File: src/lfu_pkg.sv
// Shared types and constants for the LFU cache
`timescale 1ns / 1ps
package lfu_pkg;
	localparam int KEY_W = 31;
	localparam int VAL_W = 32;
	localparam int CAP_W = 5;
	localparam logic [CAP_W-1:0] CAP_RESET = 5'd16;
	localparam logic [VAL_W-1:0] VAL_MISS = 32'hFFFF_FFFF;

	typedef enum logic [1:0] {
		OP_NONE,
		OP_TOUCH,
		OP_FILL,
		OP_EVICT
	} op_t;
endpackage

File: src/lfu_cell.sv
// One cache slot: holds an entry, folds it into the passing search request
`timescale 1ns / 1ps
module lfu_cell import lfu_pkg::*; #(
	parameter int IDX_W = 4,
	parameter int COUNT_BITS = 16,
	parameter int CELL_IDX = 0
) (
	input  logic                  clk,
	input  logic                  arst_n,
	input  logic [KEY_W-1:0]      key,
	input  logic                  tin_vld,
	input  logic                  tin_found,
	input  logic [IDX_W-1:0]      tin_fslot,
	input  logic [VAL_W-1:0]      tin_fdata,
	input  logic [IDX_W-1:0]      tin_frank,
	input  logic                  tin_gfree,
	input  logic [IDX_W-1:0]      tin_free,
	input  logic                  tin_gv,
	input  logic [IDX_W-1:0]      tin_vslot,
	input  logic [COUNT_BITS-1:0] tin_vcnt,
	input  logic [IDX_W-1:0]      tin_vrank,
	output logic                  tout_vld,
	output logic                  tout_found,
	output logic [IDX_W-1:0]      tout_fslot,
	output logic [VAL_W-1:0]      tout_fdata,
	output logic [IDX_W-1:0]      tout_frank,
	output logic                  tout_gfree,
	output logic [IDX_W-1:0]      tout_free,
	output logic                  tout_gv,
	output logic [IDX_W-1:0]      tout_vslot,
	output logic [COUNT_BITS-1:0] tout_vcnt,
	output logic [IDX_W-1:0]      tout_vrank,
	input  op_t                   cmd_op,
	input  logic [IDX_W-1:0]      cmd_slot,
	input  logic [IDX_W-1:0]      cmd_rank,
	input  logic [KEY_W-1:0]      cmd_key,
	input  logic [VAL_W-1:0]      cmd_data,
	input  logic                  cmd_wr
);
	localparam logic [IDX_W-1:0] ME = IDX_W'(CELL_IDX);

	logic                  valid_q;
	logic [KEY_W-1:0]      key_q;
	logic [VAL_W-1:0]      data_q;
	logic [COUNT_BITS-1:0] cnt_q;
	logic [IDX_W-1:0]      rank_q;
	logic match, take_free, take_v, sel;

	assign match = valid_q && (key_q == key);
	assign take_free = !tin_gfree && !valid_q;
	assign take_v = valid_q && (!tin_gv || cnt_q < tin_vcnt ||
		(cnt_q == tin_vcnt && rank_q > tin_vrank));
	assign sel = (cmd_slot == ME);

	always_ff @(posedge clk or negedge arst_n) begin
		if (!arst_n) begin
			tout_vld <= 1'b0;
		end else begin
			tout_vld <= tin_vld;
		end
	end

	always_ff @(posedge clk) begin
		tout_found <= tin_found || match;
		tout_fslot <= (!tin_found && match) ? ME : tin_fslot;
		tout_fdata <= (!tin_found && match) ? data_q : tin_fdata;
		tout_frank <= (!tin_found && match) ? rank_q : tin_frank;
		tout_gfree <= tin_gfree || take_free;
		tout_free  <= take_free ? ME : tin_free;
		tout_gv    <= tin_gv || take_v;
		tout_vslot <= take_v ? ME : tin_vslot;
		tout_vcnt  <= take_v ? cnt_q : tin_vcnt;
		tout_vrank <= take_v ? rank_q : tin_vrank;
	end

	always_ff @(posedge clk or negedge arst_n) begin
		if (!arst_n) begin
			valid_q <= 1'b0;
		end else if ((cmd_op == OP_FILL || cmd_op == OP_EVICT) && sel) begin
			valid_q <= 1'b1;
		end
	end

	always_ff @(posedge clk) begin
		case (cmd_op)
			OP_TOUCH: begin
				if (sel) begin
					rank_q <= '0;
					if (cnt_q != '1) cnt_q <= cnt_q + 1'b1;
					if (cmd_wr) data_q <= cmd_data;
				end else if (valid_q && rank_q < cmd_rank) begin
					rank_q <= rank_q + 1'b1;
				end
			end
			OP_FILL, OP_EVICT: begin
				if (sel) begin
					key_q  <= cmd_key;
					data_q <= cmd_data;
					cnt_q  <= COUNT_BITS'(1);
					rank_q <= '0;
				end else if (valid_q && (cmd_op == OP_FILL || rank_q < cmd_rank)) begin
					rank_q <= rank_q + 1'b1;
				end
			end
			default: begin
			end
		endcase
	end
endmodule

File: src/lfu_cache_with_lru_tiebreak_unit.sv
// LFU cache top level: request control and the row of slot cells.
// The search walks the cell row one slot a cycle. A request is taken only in the idle
// state, after the last result has moved to the output register.
// A new request is taken while a finished result still waits on the output register.
// Reset (arst_n, async low) empties the cache and sets capacity to 16.
`timescale 1ns / 1ps
module lfu_cache_with_lru_tiebreak_unit import lfu_pkg::*; #(
	parameter int ENTRIES = 16,
	parameter int COUNT_BITS = 16
) (
	input  logic             clk,
	input  logic             arst_n,
	input  logic             cfg_we,
	input  logic [CAP_W-1:0] cfg_wdata,
	input  logic             s_tvalid,
	output logic             s_tready,
	input  logic [63:0]      s_tdata,   // key[30:0], value[62:31], zero pad
	input  logic             s_tuser,   // func (0 get, 1 put)
	output logic             m_tvalid,
	input  logic             m_tready,
	output logic [31:0]      m_tdata,   // read_value[31:0]
	output logic             m_tuser    // hit
);
	localparam int IDX_W = (ENTRIES > 1) ? $clog2(ENTRIES) : 1;
	localparam int FW = $clog2(ENTRIES + 1);
	localparam int CW = (FW > CAP_W) ? FW : CAP_W;

	typedef enum logic [1:0] {ST_IDLE, ST_SCAN, ST_WRITE} state_t;
	state_t state_q;

	logic [CAP_W-1:0] cap_q;
	logic [FW-1:0] filled_q;
	logic func_q, start_q;
	logic [KEY_W-1:0] key_q;
	logic [VAL_W-1:0] value_q;
	logic res_hit_q;
	logic [VAL_W-1:0] res_data_q;

	logic                  t_vld   [ENTRIES+1];
	logic                  t_found [ENTRIES+1];
	logic [IDX_W-1:0]      t_fslot [ENTRIES+1];
	logic [VAL_W-1:0]      t_fdata [ENTRIES+1];
	logic [IDX_W-1:0]      t_frank [ENTRIES+1];
	logic                  t_gfree [ENTRIES+1];
	logic [IDX_W-1:0]      t_free  [ENTRIES+1];
	logic                  t_gv    [ENTRIES+1];
	logic [IDX_W-1:0]      t_vslot [ENTRIES+1];
	logic [COUNT_BITS-1:0] t_vcnt  [ENTRIES+1];
	logic [IDX_W-1:0]      t_vrank [ENTRIES+1];

	op_t cmd_op;
	logic [IDX_W-1:0] cmd_slot, cmd_rank;
	logic out_free, commit, room, emit;
	logic [CW-1:0] eff_cap;

	assign t_vld[0] = start_q;
	assign t_found[0] = 1'b0;
	assign t_fslot[0] = '0;
	assign t_fdata[0] = '0;
	assign t_frank[0] = '0;
	assign t_gfree[0] = 1'b0;
	assign t_free[0] = '0;
	assign t_gv[0] = 1'b0;
	assign t_vslot[0] = '0;
	assign t_vcnt[0] = '0;
	assign t_vrank[0] = '0;

	for (genvar i = 0; i < ENTRIES; i++) begin : g_cell
		lfu_cell #(.IDX_W(IDX_W), .COUNT_BITS(COUNT_BITS), .CELL_IDX(i)) u_cell (
			.clk(clk), .arst_n(arst_n), .key(key_q),
			.tin_vld(t_vld[i]), .tin_found(t_found[i]), .tin_fslot(t_fslot[i]),
			.tin_fdata(t_fdata[i]), .tin_frank(t_frank[i]), .tin_gfree(t_gfree[i]),
			.tin_free(t_free[i]), .tin_gv(t_gv[i]), .tin_vslot(t_vslot[i]),
			.tin_vcnt(t_vcnt[i]), .tin_vrank(t_vrank[i]),
			.tout_vld(t_vld[i+1]), .tout_found(t_found[i+1]), .tout_fslot(t_fslot[i+1]),
			.tout_fdata(t_fdata[i+1]), .tout_frank(t_frank[i+1]),
			.tout_gfree(t_gfree[i+1]), .tout_free(t_free[i+1]), .tout_gv(t_gv[i+1]),
			.tout_vslot(t_vslot[i+1]), .tout_vcnt(t_vcnt[i+1]),
			.tout_vrank(t_vrank[i+1]),
			.cmd_op(cmd_op), .cmd_slot(cmd_slot), .cmd_rank(cmd_rank),
			.cmd_key(key_q), .cmd_data(value_q), .cmd_wr(func_q)
		);
	end

	// capacity clamped to 1..ENTRIES
	always_comb begin
		if (cap_q == '0) eff_cap = CW'(1);
		else if (CW'(cap_q) > CW'(ENTRIES)) eff_cap = CW'(ENTRIES);
		else eff_cap = CW'(cap_q);
	end

	assign room = CW'(filled_q) < eff_cap;
	assign out_free = !m_tvalid || m_tready;
	// search front leaves the last cell for one cycle only
	assign commit = (state_q == ST_SCAN) && t_vld[ENTRIES];
	assign emit = (state_q == ST_WRITE) && out_free;
	assign s_tready = (state_q == ST_IDLE);

	always_comb begin
		cmd_op = OP_NONE;
		cmd_slot = t_fslot[ENTRIES];
		cmd_rank = t_frank[ENTRIES];
		if (commit) begin
			if (t_found[ENTRIES]) begin
				cmd_op = OP_TOUCH;
			end else if (func_q && room && t_gfree[ENTRIES]) begin
				cmd_op = OP_FILL;
				cmd_slot = t_free[ENTRIES];
			end else if (func_q && !room && t_gv[ENTRIES]) begin
				cmd_op = OP_EVICT;
				cmd_slot = t_vslot[ENTRIES];
				cmd_rank = t_vrank[ENTRIES];
			end
		end
	end

	always_ff @(posedge clk) begin
		if (s_tvalid && s_tready) begin
			func_q  <= s_tuser;
			key_q   <= s_tdata[KEY_W-1:0];
			value_q <= s_tdata[KEY_W+VAL_W-1:KEY_W];
		end
		if (commit) begin
			res_hit_q  <= t_found[ENTRIES];
			res_data_q <= (t_found[ENTRIES] && !func_q) ? t_fdata[ENTRIES] : VAL_MISS;
		end
		if (emit) begin
			m_tuser <= res_hit_q;
			m_tdata <= res_data_q;
		end
	end

	always_ff @(posedge clk or negedge arst_n) begin
		if (!arst_n) begin
			state_q  <= ST_IDLE;
			start_q  <= 1'b0;
			cap_q    <= CAP_RESET;
			filled_q <= '0;
			m_tvalid <= 1'b0;
		end else begin
			start_q <= s_tvalid && s_tready;
			if (cfg_we) cap_q <= cfg_wdata;
			if (emit) m_tvalid <= 1'b1;
			else if (m_tready) m_tvalid <= 1'b0;
			case (state_q)
				ST_IDLE: begin
					if (s_tvalid) state_q <= ST_SCAN;
				end
				ST_SCAN: begin
					if (t_vld[ENTRIES]) begin
						state_q <= ST_WRITE;
						if (cmd_op == OP_FILL) filled_q <= filled_q + 1'b1;
					end
				end
				ST_WRITE: begin
					if (out_free) state_q <= ST_IDLE;
				end
				default: state_q <= ST_IDLE;
			endcase
		end
	end
endmodule

File: config.mk
export PLATFORM = sky130hd
export DESIGN_NAME = lfu_cache_with_lru_tiebreak_unit
export DESIGN_NICKNAME = d
export VERILOG_FILES = /design/src/lfu_pkg.sv /design/src/lfu_cell.sv /design/src/lfu_cache_with_lru_tiebreak_unit.sv
export SDC_FILE = /design/constraint.sdc
export NUM_CORES = 2
export LEC_CHECK = 0
export ABC_AREA = 1
export BUFFER_PORTS_ARGS = -buffer_cell sky130_fd_sc_hd__buf_2
export CAP_MARGIN = 10
export CELL_PAD_IN_SITES_DETAIL_PLACEMENT = 1
export CELL_PAD_IN_SITES_GLOBAL_PLACEMENT = 1
export CORE_AREA = 2 2 504 506
export CTS_CLUSTER_DIAMETER = 40
export DETAILED_ROUTE_END_ITERATION = 8
export DIE_AREA = 0 0 506 508
export PLACE_DENSITY = 0.74
export SYNTH_ARGS = -nofsm -noshare
export SYNTH_HDL_FRONTEND = slang
export SYNTH_SLANG_ARGS = --single-unit
File: constraint.sdc
create_clock -name clk -period 4.85 [get_ports clk]
set_clock_uncertainty 0.15 [all_clocks]
set_input_delay 0.7275 -clock clk [delete_from_list [all_inputs] [get_ports clk]]
set_output_delay 0.7275 -clock clk [all_outputs]
set_load 0.005 [all_outputs]
==> impl_results.rst <==
.. list-table::
   :header-rows: 1

   * - Metric
     - Value
   * - Peak clock frequency supported by timing
     - 216 MHz
   * - Layout cell share with drive strength beyond 1
     - 10.8%
   * - Die extent in y
     - slightly above 500 um
   * - Count of different cell masters after synthesis
     - a little over 60
   * - Placed wire-length estimate
     - about 190 mm
   * - Element type at the critical path end
     - flip-flop
   * - Number of placed instances with taps included
     - 13200
   * - Sum of overflow across all layers after global routing
     - 0
   * - DRC
     - 0
   * - Mean instance size in the synthesized netlist
     - approximately 10 um2
   * - Predominant post-synthesis flop cell
     - sky130_fd_sc_hd__edfxtp_1
   * - Placeable core area
     - about 250000 um2
   * - Result of the run
     - finished, final reports clean
   * - Ys async rst share
     - between 1.5 and 2%
   * - Root buffer selected by CTS
     - sky130_fd_sc_hd__clkbuf_16
   * - Crit path launch type
     - flip-flop
   * - Post-Place Worst Slack
     - -0.00444 ns
   * - Initial DRT Pass Iterations
     - 5
   * - Synthesized netlist cell count
     - 9837
   * - Portion of total power attributed to combinational logic
     - about an eighth
   * - Count of endpoints failing setup in the final report
     - 0
   * - Initial Utilization
     - between 40 and 50%
   * - Worst ir drop on vdd
     - 0.000520 V
   * - Remaining antenna violation count after routing
     - 0
   * - Clk_lat worst skew
     - 0.96 ns
   * - Shortest clock period the worst path allows after layout
     - roughly 4.6 ns
   * - Via/cell ratio
     - between 5 and 6
   * - Number of register bits inferred by synthesis
     - roughly 2600
   * - Portion of total power attributed to sequential cells
     - 43.4%
   * - Clock transition time at the flip-flop clock pins of the worst setup and hold paths
     - roughly 0.06 ns
   * - Die span in x
     - ~510 um
   * - Number of flops mapped to enable cells by yosys
     - 1458
   * - Die area
     - approximately 260000 um2
   * - Filler cell count
     - about 27000
   * - Final hold violations
     - 0
   * - Period Utilization, post-route
     - around 95%
   * - Footprint of the flip-flops and latches
     - 66500 um2
   * - Summed negative setup slack over all endpoints
     - 0 ns
   * - Synth-to-Final Area Change
     - 17.8%
   * - Number of buffers inserted by port buffering
     - about 110
   * - Total detailed-routing wirelength
     - 305 mm
   * - TritonCTS Buffers
     - ~370
   * - Area of the mapped netlist
     - between 100000 and 150000 um2
   * - Crit path DAT
     - approximately 5.1 ns
   * - Sinks on the clock net
     - around 2600
   * - Post-layout instance count excluding filler cells
     - 13900
   * - Seq/Total Area, Yosys
     - between 60% and 70%
   * - TritonCTS clock tree
     - built
   * - H-tree level count
     - 5
   * - Syn_nets
     - ~10000
   * - Power per cell area
     - between 500 and 600 nW/um2
   * - Net load switching power
     - approximately 0.017 W
   * - Hold crit path type
     - flip-flop to flip-flop
   * - Max-cap check violation count
     - 0
   * - Initial antenna violation count
     - 11
   * - Average routed wire per standard cell
     - around 22 um
   * - Slew @ Worst Pin
     - ~1.3 ns
   * - Fraction of power spent switching nets
     - 27.6%
   * - Number of nets at the end of the flow
     - ~11000
   * - Wire length of the first global-routing pass
     - between 400 and 500 mm
   * - Clock share of power
     - around 44%
   * - Worst setup margin
     - approximately 0.22 ns
   * - Number of cells traversed by the worst hold path
     - 0
   * - # IOs
     - 110
   * - RePlAce Congestion
     - 0.862
   * - Routed via count
     - 72900
   * - Total track usage
     - about a quarter
   * - Worst Path Required
     - 5.27 ns
   * - Leading cell types in the layout, fill and taps excluded
     - 2753 x sky130_fd_sc_hd__nand2_1, 1458 x sky130_fd_sc_hd__edfxtp_1, 1075 x sky130_fd_sc_hd__dfxtp_1
   * - Largest net degree at the start of global routing
     - about 90
   * - Reg2Reg Depth
     - 19
   * - Maximum clock insertion buffer count
     - 4
   * - Slew HR
     - approximately 14%
   * - Multi-input logic area
     - roughly 31000 um2
   * - Rows
     - 185
   * - Number of synthesis warnings
     - 0
   * - Static power due to leakage
     - 50.1 nW
   * - Internal power consumption
     - approximately 0.045 W
   * - Vias in the first global route
     - a little under 80000
   * - Initial DRC Count
     - 5614
   * - CP Max Fanout
     - 31
   * - Most common cell after layout, fill and taps aside
     - sky130_fd_sc_hd__nand2_1
   * - Final Slew Violations
     - 0
   * - Category of the most critical setup path
     - flip-flop to flip-flop
## sequential cells by signal (all words and copies together) (netlist names), 49 cells and up
register                  cells
g_cell.u_cell.data_q        512
g_cell.u_cell.tout_fdata    512
g_cell.u_cell.cnt_q         256
g_cell.u_cell.tout_vcnt     240
g_cell.u_cell.tout_frank     64
g_cell.u_cell.tout_vslot     49
g_cell.u_cell.tout_free      49
g_cell.u_cell.tout_fslot     49
g_cell.u_cell.tout_vrank     64
g_cell.u_cell.key_q         496
g_cell.u_cell.rank_q         64
## metal layers
layer	vias up	part of all wire, %	GRT usage, %
met5	-	0.013	0
met4	6	4.0	9.39
met3	786	5.9	3.55
met2	2377	49	40.0
met1	36200	41	29.3
li1	33500	-	-
## worst max-delay path, cell delays in order, from the launching register on
cell                         delay (ns)
sky130_fd_sc_hd__dfrtp_1           0.44
sky130_fd_sc_hd__nor2_1            0.13
sky130_fd_sc_hd__nand2_1           0.08
sky130_fd_sc_hd__nand2_1           0.09
sky130_fd_sc_hd__nand2_1           0.06
sky130_fd_sc_hd__ha_1              0.28
sky130_fd_sc_hd__nand2_1           0.06
sky130_fd_sc_hd__a21oi_1           0.13
sky130_fd_sc_hd__nor2_1            0.06
sky130_fd_sc_hd__nand2_1           0.37
sky130_fd_sc_hd__nand3_4           0.37
sky130_fd_sc_hd__or2_1             0.33
sky130_fd_sc_hd__nand3_1           0.15
sky130_fd_sc_hd__inv_1             0.09
sky130_fd_sc_hd__nor2_2            0.21
sky130_fd_sc_hd__nand2_1           0.32
sky130_fd_sc_hd__clkinvlp_4        0.28
sky130_fd_sc_hd__nand2_1           0.10
sky130_fd_sc_hd__inv_1             0.09
sky130_fd_sc_hd__buf_4             0.39
## logic make-up (layout without fill, tap and decap cells)
| group | count (synthesis) | after routing | synth area share [%] |
|---|---|---|---|
| AND/OR/NAND/NOR | 4373 | 4374 | 17.8 |
| XOR/XNOR | 249 | 249 | 2.13 |
| other | 0 | 4 | 0 |
| flip-flops | 2579 | 2579 | 64.8 |
| adder cells (fa/ha/maj) | 385 | 385 | 4.70 |
| buffers and inverters | 1389 | 2099 | 5.46 |
| multiplexers | 41 | 41 | 0.447 |
| AO/OA/AOI/OAI | 821 | 821 | 4.67 |
## final timing paths
kind	start	slack (ns)	endpoint
setup / recovery	cap_q[3]	0.22	g_cell[4].u_cell.key_q[2]
hold / removal	g_cell[2].u_cell.tout_vld	0.20	g_cell[3].u_cell.tout_vld
setup reg to reg	cap_q[3]	0.22	g_cell[4].u_cell.key_q[2]
hold reg to reg	g_cell[2].u_cell.tout_vld	0.20	g_cell[3].u_cell.tout_vld
max in group asynchronous	arst_n	3.50	state_q[0]
min in group asynchronous	arst_n	0.47	start_q
## power groups by stage
| stage | combinational, W | clock (W) | sequential [W] |
|---|---|---|---|
| after floorplan | 0.00478 | 0 | 0.0268 |
| after global placement | 0.00718 | 0 | 0.0274 |
| after detailed placement | 0.00763 | 0 | 0.0275 |
| after CTS | 0.00781 | 0.0276 | 0.0270 |
| after global routing | 0.00874 | 0.0285 | 0.0272 |
| final | 0.00784 | 0.0274 | 0.0270 |
## synthesized netlist by cell type (all sizes together) (4+ instances only)
cell	count	share of area (%)
a21o	8	0.059
xnor2	117	1.0
o21a	20	0.15
xor2	132	1.1
a21oi	276	1.3
nand4	135	0.82
dfrtp	45	1.1
nor2	647	2.4
nand3	456	2.2
o22ai	71	0.43
o221ai	4	0.034
dfxtp	1075	21
a22o	8	0.068
o211ai	20	0.15
or2	141	0.86
a221oi	23	0.20
o2111ai	33	0.28
nand3b	13	0.095
edfxtp	1458	43
a21boi	6	0.044
nor3b	24	0.18
clkbuf	123	0.45
and3	9	0.055
a211oi	48	0.35
inv	1061	3.9
nor4	58	0.36
o21ai	271	1.3
ha	385	4.7
buf	202	1.1
nand2	2759	10
mux2	38	0.42
a31oi	13	0.079
nor3	122	0.61
o21bai	10	0.073
## repair_timing
action,CTS,global route
buffers inserted,0,6
endpoints found under the hold margin,117,0
hold buffers,80,0
pin swaps,0,5
gates cloned,0,1
resized for setup,5,21
setup endpoints to repair,100,1001
## final cells by class
cell class              count  area share (%)
flip-flops and latches   2579            55.0
diodes                      4         0.00829
repair buffers            361            2.29
inverters                1064            3.31
clock buffers             463            8.48
well taps                3366            3.49
multi-input cells        5870            25.4
clock inverters           211            1.95
## through the flow
stage / total power, W / hold WS [ns] / utilization [%] / instance area (um2)
2_1_floorplan: 0.0316 / 0.181 / - / 103000
3_3_place_gp: 0.0345 / 0.182 / 42.5 / 107000
3_5_place_dp: 0.0351 / 0.186 / 42.5 / 107000
4_1_cts: 0.0625 / 0.197 / 47.8 / 121000
5_1_grt: 0.0645 / 0.206 / 47.9 / 121000
6_report: 0.0622 / 0.198 / 47.9 / 121000
Power figures use the tool's default switching activity.
